### src/mts_pkg.sv
// ----------------------------------------------------------------------------
// mts_pkg
// Shared types and codes for the min-tracking stack: item structs,
// operation codes, status codes and controller/datapath interfaces.
// ----------------------------------------------------------------------------
package mts_pkg;

    localparam int MTS_DEPTH = 256;

    typedef logic [1:0] t_func;
    typedef logic [1:0] t_status;

    localparam t_func FUNC_PUSH  = 2'd0;
    localparam t_func FUNC_POP   = 2'd1;
    localparam t_func FUNC_QUERY = 2'd2;

    localparam t_status ST_OK        = 2'd0;
    localparam t_status ST_OVERFLOW  = 2'd1;
    localparam t_status ST_UNDERFLOW = 2'd2;

    typedef struct packed {
        t_func              func;
        logic signed [31:0] value;
    } t_in_item;

    typedef struct packed {
        logic signed [31:0] top_value;
        logic signed [31:0] min_value;
        logic               is_empty;
        t_status            status;
    } t_out_item;

    // one stack entry: stored value and running minimum at that depth
    typedef struct packed {
        logic signed [31:0] value;
        logic signed [31:0] min;
    } t_entry;

    // controller -> datapath
    typedef struct packed {
        logic exec;      // apply the accepted item from the top registers
        logic rd_en;     // read the entry below the top (pop with 2+ entries)
        logic load_pop;  // move the read entry into the top registers
    } t_ctl_cmd;

    // datapath -> controller
    typedef struct packed {
        logic out_free;  // result register can take a new item this cycle
        logic pop_deep;  // incoming item is a pop that exposes a stored entry
    } t_dp_stat;

endpackage

### src/mts_ctrl.sv
// ----------------------------------------------------------------------------
// mts_ctrl
// Sequencer: accepts items, splits deep pops into read and load steps.
// ----------------------------------------------------------------------------
module mts_ctrl (
    input  logic              i_clk,
    input  logic              i_rst_n,
    input  logic              i_in_valid,
    output logic              o_in_stall,
    input  mts_pkg::t_dp_stat i_stat,
    output mts_pkg::t_ctl_cmd o_cmd
);
    import mts_pkg::*;

    typedef enum logic [1:0] {
        S_IDLE = 2'b01,
        S_LOAD = 2'b10
    } t_state;

    t_state r_state, n_state;
    logic   accept;

    assign o_in_stall = !((r_state == S_IDLE) && i_stat.out_free);
    assign accept     = i_in_valid && !o_in_stall;

    always_comb begin
        n_state = r_state;
        o_cmd   = '0;
        unique case (r_state)
            S_IDLE: begin
                if (accept) begin
                    if (i_stat.pop_deep) begin
                        o_cmd.rd_en = 1'b1;
                        n_state     = S_LOAD;
                    end else begin
                        o_cmd.exec = 1'b1;
                    end
                end
            end
            S_LOAD: begin
                // wait for room in the result register
                if (i_stat.out_free) begin
                    o_cmd.load_pop = 1'b1;
                    n_state        = S_IDLE;
                end
            end
            default: begin
                n_state = S_IDLE;
            end
        endcase
    end

    always_ff @(posedge i_clk) begin
        if (!i_rst_n) begin
            r_state <= S_IDLE;
        end else begin
            r_state <= n_state;
        end
    end

    a_load_after_read: assert property (@(posedge i_clk) disable iff (!i_rst_n)
        o_cmd.rd_en |=> (r_state == S_LOAD))
        else $error("pop read not followed by load step");

endmodule

### config.mk
export PLATFORM = sky130hd
export DESIGN_NAME = mts_ctrl
export DESIGN_NICKNAME = d
export VERILOG_FILES = /design/src/mts_pkg.sv /design/src/mts_ctrl.sv
export SDC_FILE = /design/constraint.sdc
export NUM_CORES = 1
export LEC_CHECK = 0
export BUFFER_PORTS_ARGS = -buffer_cell sky130_fd_sc_hd__buf_2
export CAP_MARGIN = 0
export CORE_AREA = 2 2 39 41
export DETAILED_ROUTE_END_ITERATION = 8
export DIE_AREA = 0 0 41 43
export GPL_ROUTABILITY_DRIVEN = 1
export HOLD_SLACK_MARGIN = 0.1
export MAX_ROUTING_LAYER = met4
export PLACE_DENSITY_LB_ADDON = 0.08
export REMOVE_ABC_BUFFERS = 1
export SYNTH_ARGS = -nofsm -noshare
export SYNTH_HDL_FRONTEND = slang
export SYNTH_SLANG_ARGS = --single-unit
### constraint.sdc
create_clock -name i_clk -period 0.9 [get_ports i_clk]
set_input_delay 0.045 -clock i_clk [delete_from_list [all_inputs] [get_ports i_clk]]
set_output_delay 0.045 -clock i_clk [all_outputs]
set_load 0.05 [all_outputs]
### Yosys cells after proc, flatten, opt, wreduce, memory -nomap -nowiden

Index checks and enable logic that the tools add are counted.

* word-level logic and storage cells: 20
* memories: 0
* output and inout port bits: 4
* latch bits: 0
* memory bits (writable): 0
* bits in read-only memories: 0
* register bits: 2
* bits of input ports: 5

* reduce and logical (&&, ||, !) cells: 4
* equality and inequality tests: 5
* mux-type cells: 10
* divide/modulo/power cells: 0
* $add $sub $neg: 0
* order comparisons: 0
* multipliers: 0
* shift operators: 0
* bitwise operators: 0

Operator list (count)
* two-way mux 2 bit: 5
* != test 2 bit (second input constant): 3
* two-way mux 1 bit: 4
* case mux 2 bit (2 select lines): 1
* AND reduction 3 bit: 1
* equality test 2 x 1 -> 1 bit (second input constant): 1
* equality test 2 bit (second input constant): 1
* logical AND 1 bit: 2
* logical NOT 1 bit: 1

### Depth between registers and ports, before layout

Gate-level depths: netlist of run 1.

* depth after elaboration: 5
* depth in mapped cells: 2
* mapped depth without buffers: 2

### Least setup slack after synthesis of run 1

Ideal clock, no wire load.

* kind: flip-flop to output port
* start: reg r_state[1]
* end: out o_cmd[2] in the netlist's numbering
* cell stages (with the launch flop): 3
* path slack: -448 ps
* path buffers: 0
* data required time: 855 ps
* data arrival time: 1303 ps
* cell sequence: dfxtp_1 -> and4b_1 -> nor2b_1

RTL lines
* start, declared: RTL line mts_ctrl.sv:20 `t_state r_state, n_state;`
* start signal, assigned: RTL line mts_ctrl.sv:57 `r_state <= n_state;`
* end, declared: RTL line mts_ctrl.sv:11 `output mts_pkg::t_ctl_cmd o_cmd`

==> run summary, run 1 <==
Run status -> finished with violations
Failing checks -> setup timing
Comb pwr share -> 24.7%
LEAKAGE -> 0.134 nW
Total grt overflow -> 0
Detailed-placement wirelength estimate -> 261 microns
Reg power frac -> 23.8%
Initial antenna violation count -> 0
Routed Antenna Nets -> 0
Final Instance Area -> 295 sq um
Worst Path Arrival -> 1.11 ns
CP peak stage delay -> 0.30 ns
RSZ-0062 raised after global routing -> yes
HP Start -> i_stat[0]
Maxcap violations -> 0
VDD IR max -> 637 uV
Crit-path max FO -> 3
Req. time, crit path -> 0.85 ns
CP startpoint kind -> flop
Worst Setup SP -> r_state[1]
WS Path Type -> reg -> out
Largest regs -> r_state x2
Fmax -> 866 MHz
Pre-Repair DR Iteration Count -> 2
Reg-to-reg startpoint -> r_state[1]
Slew @ Worst Pin -> 0.155 ns
Largest net degree at the start of global routing -> 5
Placed insts -> 37
Post-synth top area cell -> dfxtp_1
Fin crit period -> 1.15 ns
P_int -> 0.287 mW
Die Area -> 1760 sq um
Setup TNS Final -> -1.06 ns
Mean Syn Cell Area -> 10.6 sq um
Fin. Hold Viols -> 0
Via count -> 148
Post-synth top area share -> 37.6%
Count of final max-slew check failures -> 0
Hold WC Path Type -> in -> reg
Root Buffer -> clkbuf_4
Vias in the first global route -> 148
Synth cell types -> 9
TritonCTS clock tree -> built
Total CTS buffers -> 3
Top-count cell post-synth -> dfxtp_1
Fill cells -> 161
Final Util -> 21.3%
Width of the die -> 41 microns
Placement Rows -> 14
Final worst-path setup slack -> -0.254 ns
Cell Area, Placed -> 189 sq um
Post-synth ARST share -> 0%
Reg clk slew, reported paths -> 0.03 ns
Final WL -> 430 microns
Total power -> 0.394 mW
Net Sw Frac -> 27.1%
Sink Count -> 2
Psw -> 0.107 mW
Yosys warnings -> 0
Fin Hold WS -> 0.133 ns
Final setup viols -> 6
Most flop-heavy register -> r_state
Proportion of power drawn by the clock network -> 51.5%
Period utilisation layout -> 128%
Layout cells sized above 1 -> 70.4%
Worst Skew -> 0.00578 ns
Place WS -> -0.109 ns
Number of synthesized flops with an enable pin -> 0
Die Y -> 43 microns
Crit-path slowest cell -> dfxtp_1
Layout Cells excl Fill -> 43
Top_reg_cell synth -> dfxtp_1
DRT iter0 DRCs -> 3
Number of diodes -> 0
Initial Util -> 7.69%
Core Area -> 1380 sq um
CP Cell Sequence -> and4b_1, nor2b_4, buf_6
Worst slew margin -> 89.6%
Final Wtd Congestion -> 0.622
Max FFs per register -> 2
Top post-synthesis cells by area -> dfxtp_1 38%, and4bb_2 12%, and4b_1 9.4%, a31o_1 8.2%, and3b_1 8.2%
Critical path endpoint category -> output pin
Mapped cell area -> 106 sq um
Max clock buf depth -> 2
IO buf count -> 8
GRT Total Usage -> 6.05%
I/O pin cnt -> 9
Pwr Density -> 1330 nW/um^2
Global-route wire length before repair -> 614 microns
Drt drc -> 0
Layout Nets -> 34
FF+latch count, synth -> 2
Post-Synthesis Cells -> 10
Sequential element share of the synthesized area -> 37.6%
DR WL/cell -> 10.0 microns
H-tree levels -> 1
Clk_lat worst skew -> 0.23 ns
Layout area overhead -> 178%
Routed vias/inst -> 3.44
[critical path: cells and delay by family, from the launching register on]
family                 cells  cell delay [ns]
DFF                        1             0.30
and+or+nand+nor            2             0.43
buffers and inverters      1             0.16
[cell families after synthesis]
family | share of synthesized area (%)
simple gates | 48.2
flops | 37.6
compound gates | 14.1
[path summary, 6_finish.rpt]
kind / end / slack (ns) / depth (start not counted)
max reg2reg: r_state[1] / -0.20 / 4
min: r_state[1] / 0.13 / 2
min reg2reg: r_state[0] / 0.74 / 2
max: o_cmd[2] / -0.25 / 3
[metal layers]
metal	global-route usage (%)	part of all wire, %	wire length, microns
met5	-	0	0
met4	4.00	0	0
met3	6.28	13	55
met2	6.25	50	215
met1	6.69	37	158
[area by class of cell]
cell class	count	area [sq um]	area share, %
clock buffer	3	22.5	7.63
multi-input combinational	8	88.8	30.1
sequential	2	41.3	14.0
tap	16	20.0	6.78
timing repair buffer	14	123	41.5
[power groups by stage]
| stage | Clock [mW] | Combinational [mW] | Sequential (mW) |
|---|---|---|---|
| 4_1_cts | 0.214 | 0.0831 | 0.0936 |
| 3_5_place_dp | 0 | 0.0645 | 0.0944 |
| 6_report | 0.203 | 0.0972 | 0.0936 |
| 5_1_grt | 0.227 | 0.104 | 0.0938 |
| 3_3_place_gp | 0 | 0.0652 | 0.0944 |
| 2_1_floorplan | 0 | 0.0366 | 0.0943 |
[what timing repair did]
item                                    CTS  global route
buffers inserted                          0             1
endpoints found under the hold margin     2             0
endpoints found under the setup margin    6             6
resized for setup                        11             3
pin swaps                                 2             0
hold buffers                              2             0
[cells in the final DEF (no fill, tap or decap)]
cell and instances:
a31o_1 1, a31oi_4 1, and2_1 1, and3b_1 1, and4b_1 1, and4bb_2 1
buf_2 4, buf_4 2, buf_6 6, clkbuf_4 3, dfxtp_1 1, dfxtp_2 1
dlygate4sd3_1 2, nand3b_1 1, nor2b_4 1
No activity file was read; power rests on OpenSTA's default activity.
==> run 2: changes to the inputs <==
--- a/config.mk
+++ b/config.mk
@@ -15,6 +15,7 @@
 export MAX_ROUTING_LAYER = met4
 export PLACE_DENSITY_LB_ADDON = 0.08
 export REMOVE_ABC_BUFFERS = 1
+export SKIP_CTS_REPAIR_TIMING = 1
 export SYNTH_ARGS = -nofsm -noshare
 export SYNTH_HDL_FRONTEND = slang
 export SYNTH_SLANG_ARGS = --single-unit
==> run summary, run 2 (synthesis results as in run 1) <==
Layout Nets -> 34 (unchanged)
Placement Rows -> 14 (unchanged)
Fmax -> 867 MHz (was 866 MHz)
Failing checks -> setup timing (unchanged)
TritonCTS clock tree -> built (unchanged)
Largest net degree at the start of global routing -> 5 (unchanged)
Routed vias/inst -> 3.33 (was 3.44)
Sink Count -> 2 (unchanged)
Critical path endpoint category -> output pin (unchanged)
Total grt overflow -> 0 (unchanged)
Reg clk slew, reported paths -> 0.03 ns (about the same)
DR WL/cell -> 9.81 microns (was 10.0 microns)
Total CTS buffers -> 3 (unchanged)
Placed insts -> 37 (unchanged)
I/O pin cnt -> 9 (unchanged)
H-tree levels -> 1 (unchanged)
Drt drc -> 0 (unchanged)
Fin. Hold Viols -> 0 (unchanged)
Fill cells -> 158 (was 161)
Max FFs per register -> 2 (unchanged)
Commonest cells after routing, fill and taps aside -> 6 x buf_6, 4 x buf_2, 3 x clkbuf_4 (unchanged)
Fin crit period -> 1.15 ns (about the same)
Routed Antenna Nets -> 0 (unchanged)
Most flop-heavy register -> r_state (unchanged)
Worst Skew -> 0.00627 ns (was 0.00578 ns)
Setup TNS Final -> -1.12 ns (was -1.06 ns)
Pre-Repair DR Iteration Count -> 1 (was 2)
Worst r2r path cells -> 4 (unchanged)
IO buf count -> 8 (unchanged)
Proportion of power drawn by the clock network -> 51.5% (about the same)
VDD IR max -> 638 uV (was 637 uV)
Area of the multi-input gates -> 90.1 sq um (was 88.8 sq um)
Reg area -> 41.3 sq um (unchanged)
Largest regs -> r_state x2 (unchanged)
Core Area -> 1380 sq um (unchanged)
Most common cell after layout, fill and taps aside -> buf_6 (unchanged)
Clk_lat worst skew -> 0.23 ns (about the same)
Hold WC Path Type -> in -> reg (unchanged)
Psw -> 0.107 mW (about the same)
Crit-path max FO -> 3 (unchanged)
Initial antenna violation count -> 0 (unchanged)
Run status -> finished with violations (unchanged)
Count of final max-slew check failures -> 0 (unchanged)
Layout area overhead -> 179% (was 178%)
LEAKAGE -> 0.134 nW (about the same)
Req. time, crit path -> 0.85 ns (about the same)
Period utilisation layout -> 128% (about the same)
Hold Path Cell Cnt -> 2 (unchanged)
Detailed-placement wirelength estimate -> 261 microns (unchanged)
Initial Util -> 7.69% (unchanged)
Worst Path Arrival -> 1.11 ns (about the same)
Net Sw Frac -> 27.1% (about the same)
Final setup viols -> 6 (unchanged)
Final Wtd Congestion -> 0.622 (unchanged)
Number of diodes -> 0 (unchanged)
Worst slew margin -> 91.2% (was 89.6%)
Vias in the first global route -> 134 (was 148)
Comb pwr share -> 24.8% (was 24.7%)
Die Y -> 43 microns (unchanged)
RSZ-0062 raised after global routing -> yes (unchanged)
CP startpoint kind -> flop (unchanged)
DRT iter0 DRCs -> 0 (was 3)
Global-route wire length before repair -> 531 microns (was 614 microns)
Max clock buf depth -> 2 (unchanged)
Fin Hold WS -> 0.111 ns (was 0.133 ns)
Final WL -> 422 microns (was 430 microns)
Root Buffer -> clkbuf_4 (unchanged)
Reg power frac -> 23.7% (was 23.8%)
Via count -> 143 (was 148)
Layout Cells excl Fill -> 43 (unchanged)
Pwr Density -> 1330 nW/um^2 (about the same)
Die Area -> 1760 sq um (unchanged)
Slew @ Worst Pin -> 0.132 ns (was 0.155 ns)
Final Util -> 21.4% (was 21.3%)
Final worst-path setup slack -> -0.254 ns (about the same)
Maxcap violations -> 0 (unchanged)
Width of the die -> 41 microns (unchanged)
P_int -> 0.288 mW (was 0.287 mW)
GRT Total Usage -> 5.44% (was 6.05%)
Layout cells sized above 1 -> 74.1% (was 70.4%)
WS Path Type -> reg -> out (unchanged)
run 2: routing by layer:
| layer | up-vias | track usage (%) | wire length, microns |
|---|---|---|---|
| met2 | 7 | 5.63 | 203 |
| met3 | 0 | 6.28 | 50 |
| met5 | - | - | 0 |
| met1 | 62 | 5.41 | 169 |
| met4 | 0 | 4.00 | 0 |
| li1 | 74 | - | - |
run 2: cell type report:
| class | instances | share of cell area, % |
|---|---|---|
| repair buffers | 14 | 41.4 |
| flip-flops and latches | 2 | 13.9 |
| multi-input cells | 8 | 30.4 |
| well taps | 16 | 6.75 |
| clock buffers | 3 | 7.59 |
run 2: power by group through the flow:
stage	clock, mW	combinational (mW)	sequential, mW
after detailed placement	0	0.0645	0.0944
after global placement	0	0.0652	0.0944
after global routing	0.227	0.105	0.0938
final	0.203	0.0980	0.0936
after floorplan	0	0.0366	0.0943
after CTS	0.214	0.0647	0.0931
run 2: critical path, stage by stage, from the launching register on:
cell and delay (ns):
dfxtp_1 0.29, and4b_2 0.29, nor2b_4 0.14, buf_6 0.16
run 2: worst paths after layout:
path / slack, ns / end / start
setup / recovery: -0.25 / o_cmd[2] / r_state[1]
setup reg to reg: -0.21 / r_state[1] / r_state[1]
hold / removal: 0.11 / r_state[0] / i_stat[0]
hold reg to reg: 0.73 / r_state[0] / r_state[0]
run 2: per-stage QoR:
step | setup slack [ns] | instance area [sq um] | power [mW]
3_5_place_dp | -0.109 | 189 | 0.159
3_3_place_gp | -0.113 | 189 | 0.160
6_report | -0.254 | 297 | 0.395
5_1_grt | -0.310 | 297 | 0.425
2_1_floorplan | -0.448 | 106 | 0.131
4_1_cts | -0.348 | 211 | 0.371
==> run 3: changes to the inputs <==
--- a/config.mk
+++ b/config.mk
@@ -6,7 +6,6 @@
 export NUM_CORES = 1
 export LEC_CHECK = 0
 export BUFFER_PORTS_ARGS = -buffer_cell sky130_fd_sc_hd__buf_2
-export CAP_MARGIN = 0
 export CORE_AREA = 2 2 39 41
 export DETAILED_ROUTE_END_ITERATION = 8
 export DIE_AREA = 0 0 41 43
==> constraint.sdc (replaced) <==
create_clock -name i_clk -period 1.4 [get_ports i_clk]
set_input_delay 0.07 -clock i_clk [delete_from_list [all_inputs] [get_ports i_clk]]
set_output_delay 0.07 -clock i_clk [all_outputs]
set_load 0.05 [all_outputs]
==> run summary, run 3 (synthesis results as in run 1) <==
CP Cell Sequence -> and4b_1, nor2b_1, buf_2 (was and4b_2, nor2b_4, buf_6)
Psw -> 0.0574 mW (was 0.107 mW)
Count of final max-slew check failures -> 0 (unchanged)
Worst Skew -> 0.000284 ns (was 0.00627 ns)
Width of the die -> 41 microns (unchanged)
Placement Rows -> 14 (unchanged)
WS Path Type -> reg -> out (unchanged)
Largest net degree at the start of global routing -> 5 (unchanged)
Comb pwr share -> 17.7% (was 24.8%)
Routed vias/inst -> 3.21 (was 3.33)
Proportion of power drawn by the clock network -> 55.7% (was 51.5%)
Crit-path max FO -> 4 (was 3)
Core Area -> 1380 sq um (unchanged)
Fin. Hold Viols -> 0 (unchanged)
Reg clk slew, reported paths -> 0.03 ns (about the same)
VDD IR max -> 221 uV (was 638 uV)
Period utilisation layout -> 92.2%
Final worst-path setup slack -> 0.109 ns (was -0.254 ns)
Pre-Repair DR Iteration Count -> 2 (was 1)
Final Wtd Congestion -> 0.487 (was 0.622)
Fin crit period -> 1.29 ns
Via count -> 125 (was 143)
Most common cell after layout, fill and taps aside -> buf_2 (was buf_6)
Crit-path slowest cell -> dfxtp_1 (unchanged)
Number of diodes -> 0 (unchanged)
Worst Path Arrival -> 1.22 ns (was 1.11 ns)
Run status -> complete, no violations (was finished with violations)
Clk_lat worst skew -> 0.22 ns (was 0.23 ns)
Final Instance Area -> 209 sq um (was 297 sq um)
IO buf count -> 8 (unchanged)
Root Buffer -> clkbuf_4 (unchanged)
Final setup viols -> 0 (was 6)
Routed Antenna Nets -> 0 (unchanged)
Vias in the first global route -> 118 (was 134)
Final WL -> 303 microns (was 422 microns)
Initial Util -> 7.69% (unchanged)
Net Sw Frac -> 25.4% (was 27.1%)
Die Area -> 1760 sq um (unchanged)
Fill cells -> 164 (was 158)
Maxcap violations -> 0 (unchanged)
DR WL/cell -> 7.77 microns (was 9.81 microns)
Layout Nets -> 30 (was 34)
Req. time, crit path -> 1.33 ns (was 0.85 ns)
Global-route wire length before repair -> 372 microns (was 531 microns)
P_int -> 0.169 mW (was 0.288 mW)
Cell Area, Placed -> 166 sq um (was 189 sq um)
CP startpoint kind -> flop (unchanged)
H-tree levels -> 1 (unchanged)
Drt drc -> 0 (unchanged)
Hold WC Path Type -> in -> reg (unchanged)
Max clock buf depth -> 2 (unchanged)
Placed insts -> 34 (was 37)
Sink Count -> 2 (unchanged)
Place WS -> 0.332 ns (was -0.109 ns)
Layout area overhead -> 96.5% (was 179%)
Layout Cells excl Fill -> 39 (was 43)
DRT iter0 DRCs -> 1 (was 0)
Total grt overflow -> 0 (unchanged)
Fmax -> 775 MHz
Pwr Density -> 1080 nW/um^2 (was 1330 nW/um^2)
Reg power frac -> 26.6% (was 23.7%)
TritonCTS clock tree -> built (unchanged)
Critical path endpoint category -> output pin (unchanged)
Worst slew margin -> 83.5% (was 91.2%)
Layout cells sized above 1 -> 52.2% (was 74.1%)
Max FFs per register -> 2 (unchanged)
Setup TNS Final -> 0 ns (was -1.12 ns)
Most flop-heavy register -> r_state (unchanged)
RSZ-0062 raised after global routing -> no (was yes)
GRT Total Usage -> 4.21% (was 5.44%)
LEAKAGE -> 0.103 nW (was 0.134 nW)
CP peak stage delay -> 0.31 ns (was 0.29 ns)
I/O pin cnt -> 9 (unchanged)
Slew @ Worst Pin -> 0.249 ns (was 0.132 ns)
Largest regs -> r_state x2 (unchanged)
Initial antenna violation count -> 0 (unchanged)
Total CTS buffers -> 3 (unchanged)
Die Y -> 43 microns (unchanged)
Commonest cells after routing, fill and taps aside -> 8 x buf_2, 3 x clkbuf_4, 2 x dlygate4sd3_1, 2 x dfxtp_1 (was 6 x buf_6, 4 x buf_2, 3 x clkbuf_4)
Detailed-placement wirelength estimate -> 219 microns (was 261 microns)
==> run 3: cell types whose count changed in the layout (fill, tap and decap cells not counted) <==
cell     before  now
nor2b_1       0    1
and4b_1       0    1
and4b_2       1    0
a31oi_1       0    1
dfxtp_2       1    0
buf_6         6    0
dfxtp_1       1    2
nor2b_4       1    0
a31oi_4       1    0
buf_2         4    8
buf_4         2    0
==> run 3: layer usage <==
| metal | part of all wire [%] | GRT usage, % | vias up | routed length (microns) |
|---|---|---|---|---|
| met5 | 0 | - | - | 0 |
| met4 | 0 | 8.00 | 0 | 0 |
| met3 | 10 | 3.14 | 0 | 31 |
| met2 | 54 | 5.00 | 5 | 165 |
| met1 | 35 | 2.23 | 54 | 106 |
| li1 | - | - | 66 | - |
==> run 3: stage by stage <==
stage	total power, mW	utilization (%)	hold slack, ns
3_3_place_gp	0.0978	12.0	0.323
4_1_cts	0.236	13.7	0.0628
2_1_floorplan	0.0842	-	0.170
6_report	0.226	15.1	0.315
3_5_place_dp	0.0973	12.0	0.306
5_1_grt	0.241	15.1	0.359
==> run 3: path summary, 6_finish.rpt <==
kind | start | endpoint | slack, ns | cells after the start
worst max-delay path | r_state[1] | o_cmd[2] | 0.11 | 3
worst min-delay path | i_in_valid | r_state[0] | 0.31 | 3
worst max register to register | r_state[1] | r_state[1] | 0.51 | 2
worst min register to register | r_state[1] | r_state[0] | 0.68 | 2
==> run 3: worst max-delay path: cells and delay by family, from the launching register on <==
family | cells | cell delay (ns)
buf+inv | 1 | 0.26
simple gates | 2 | 0.42
flops | 1 | 0.31
==> run 3: layout make-up <==
type | instances | area, sq um | area share, %
well taps | 16 | 20.0 | 9.58
flip-flops and latches | 2 | 40.0 | 19.2
repair buffers | 10 | 60.1 | 28.7
clock buffers | 3 | 22.5 | 10.8
multi-input cells | 8 | 66.3 | 31.7
==> run 3: power by group through the flow <==
| stage | clock, mW | combinational (mW) | sequential, mW |
|---|---|---|---|
| after global placement | 0 | 0.0365 | 0.0613 |
| after detailed placement | 0 | 0.0363 | 0.0610 |
| after floorplan | 0 | 0.0235 | 0.0606 |
| final | 0.126 | 0.0401 | 0.0602 |
| after CTS | 0.139 | 0.0363 | 0.0602 |
| after global routing | 0.138 | 0.0433 | 0.0603 |
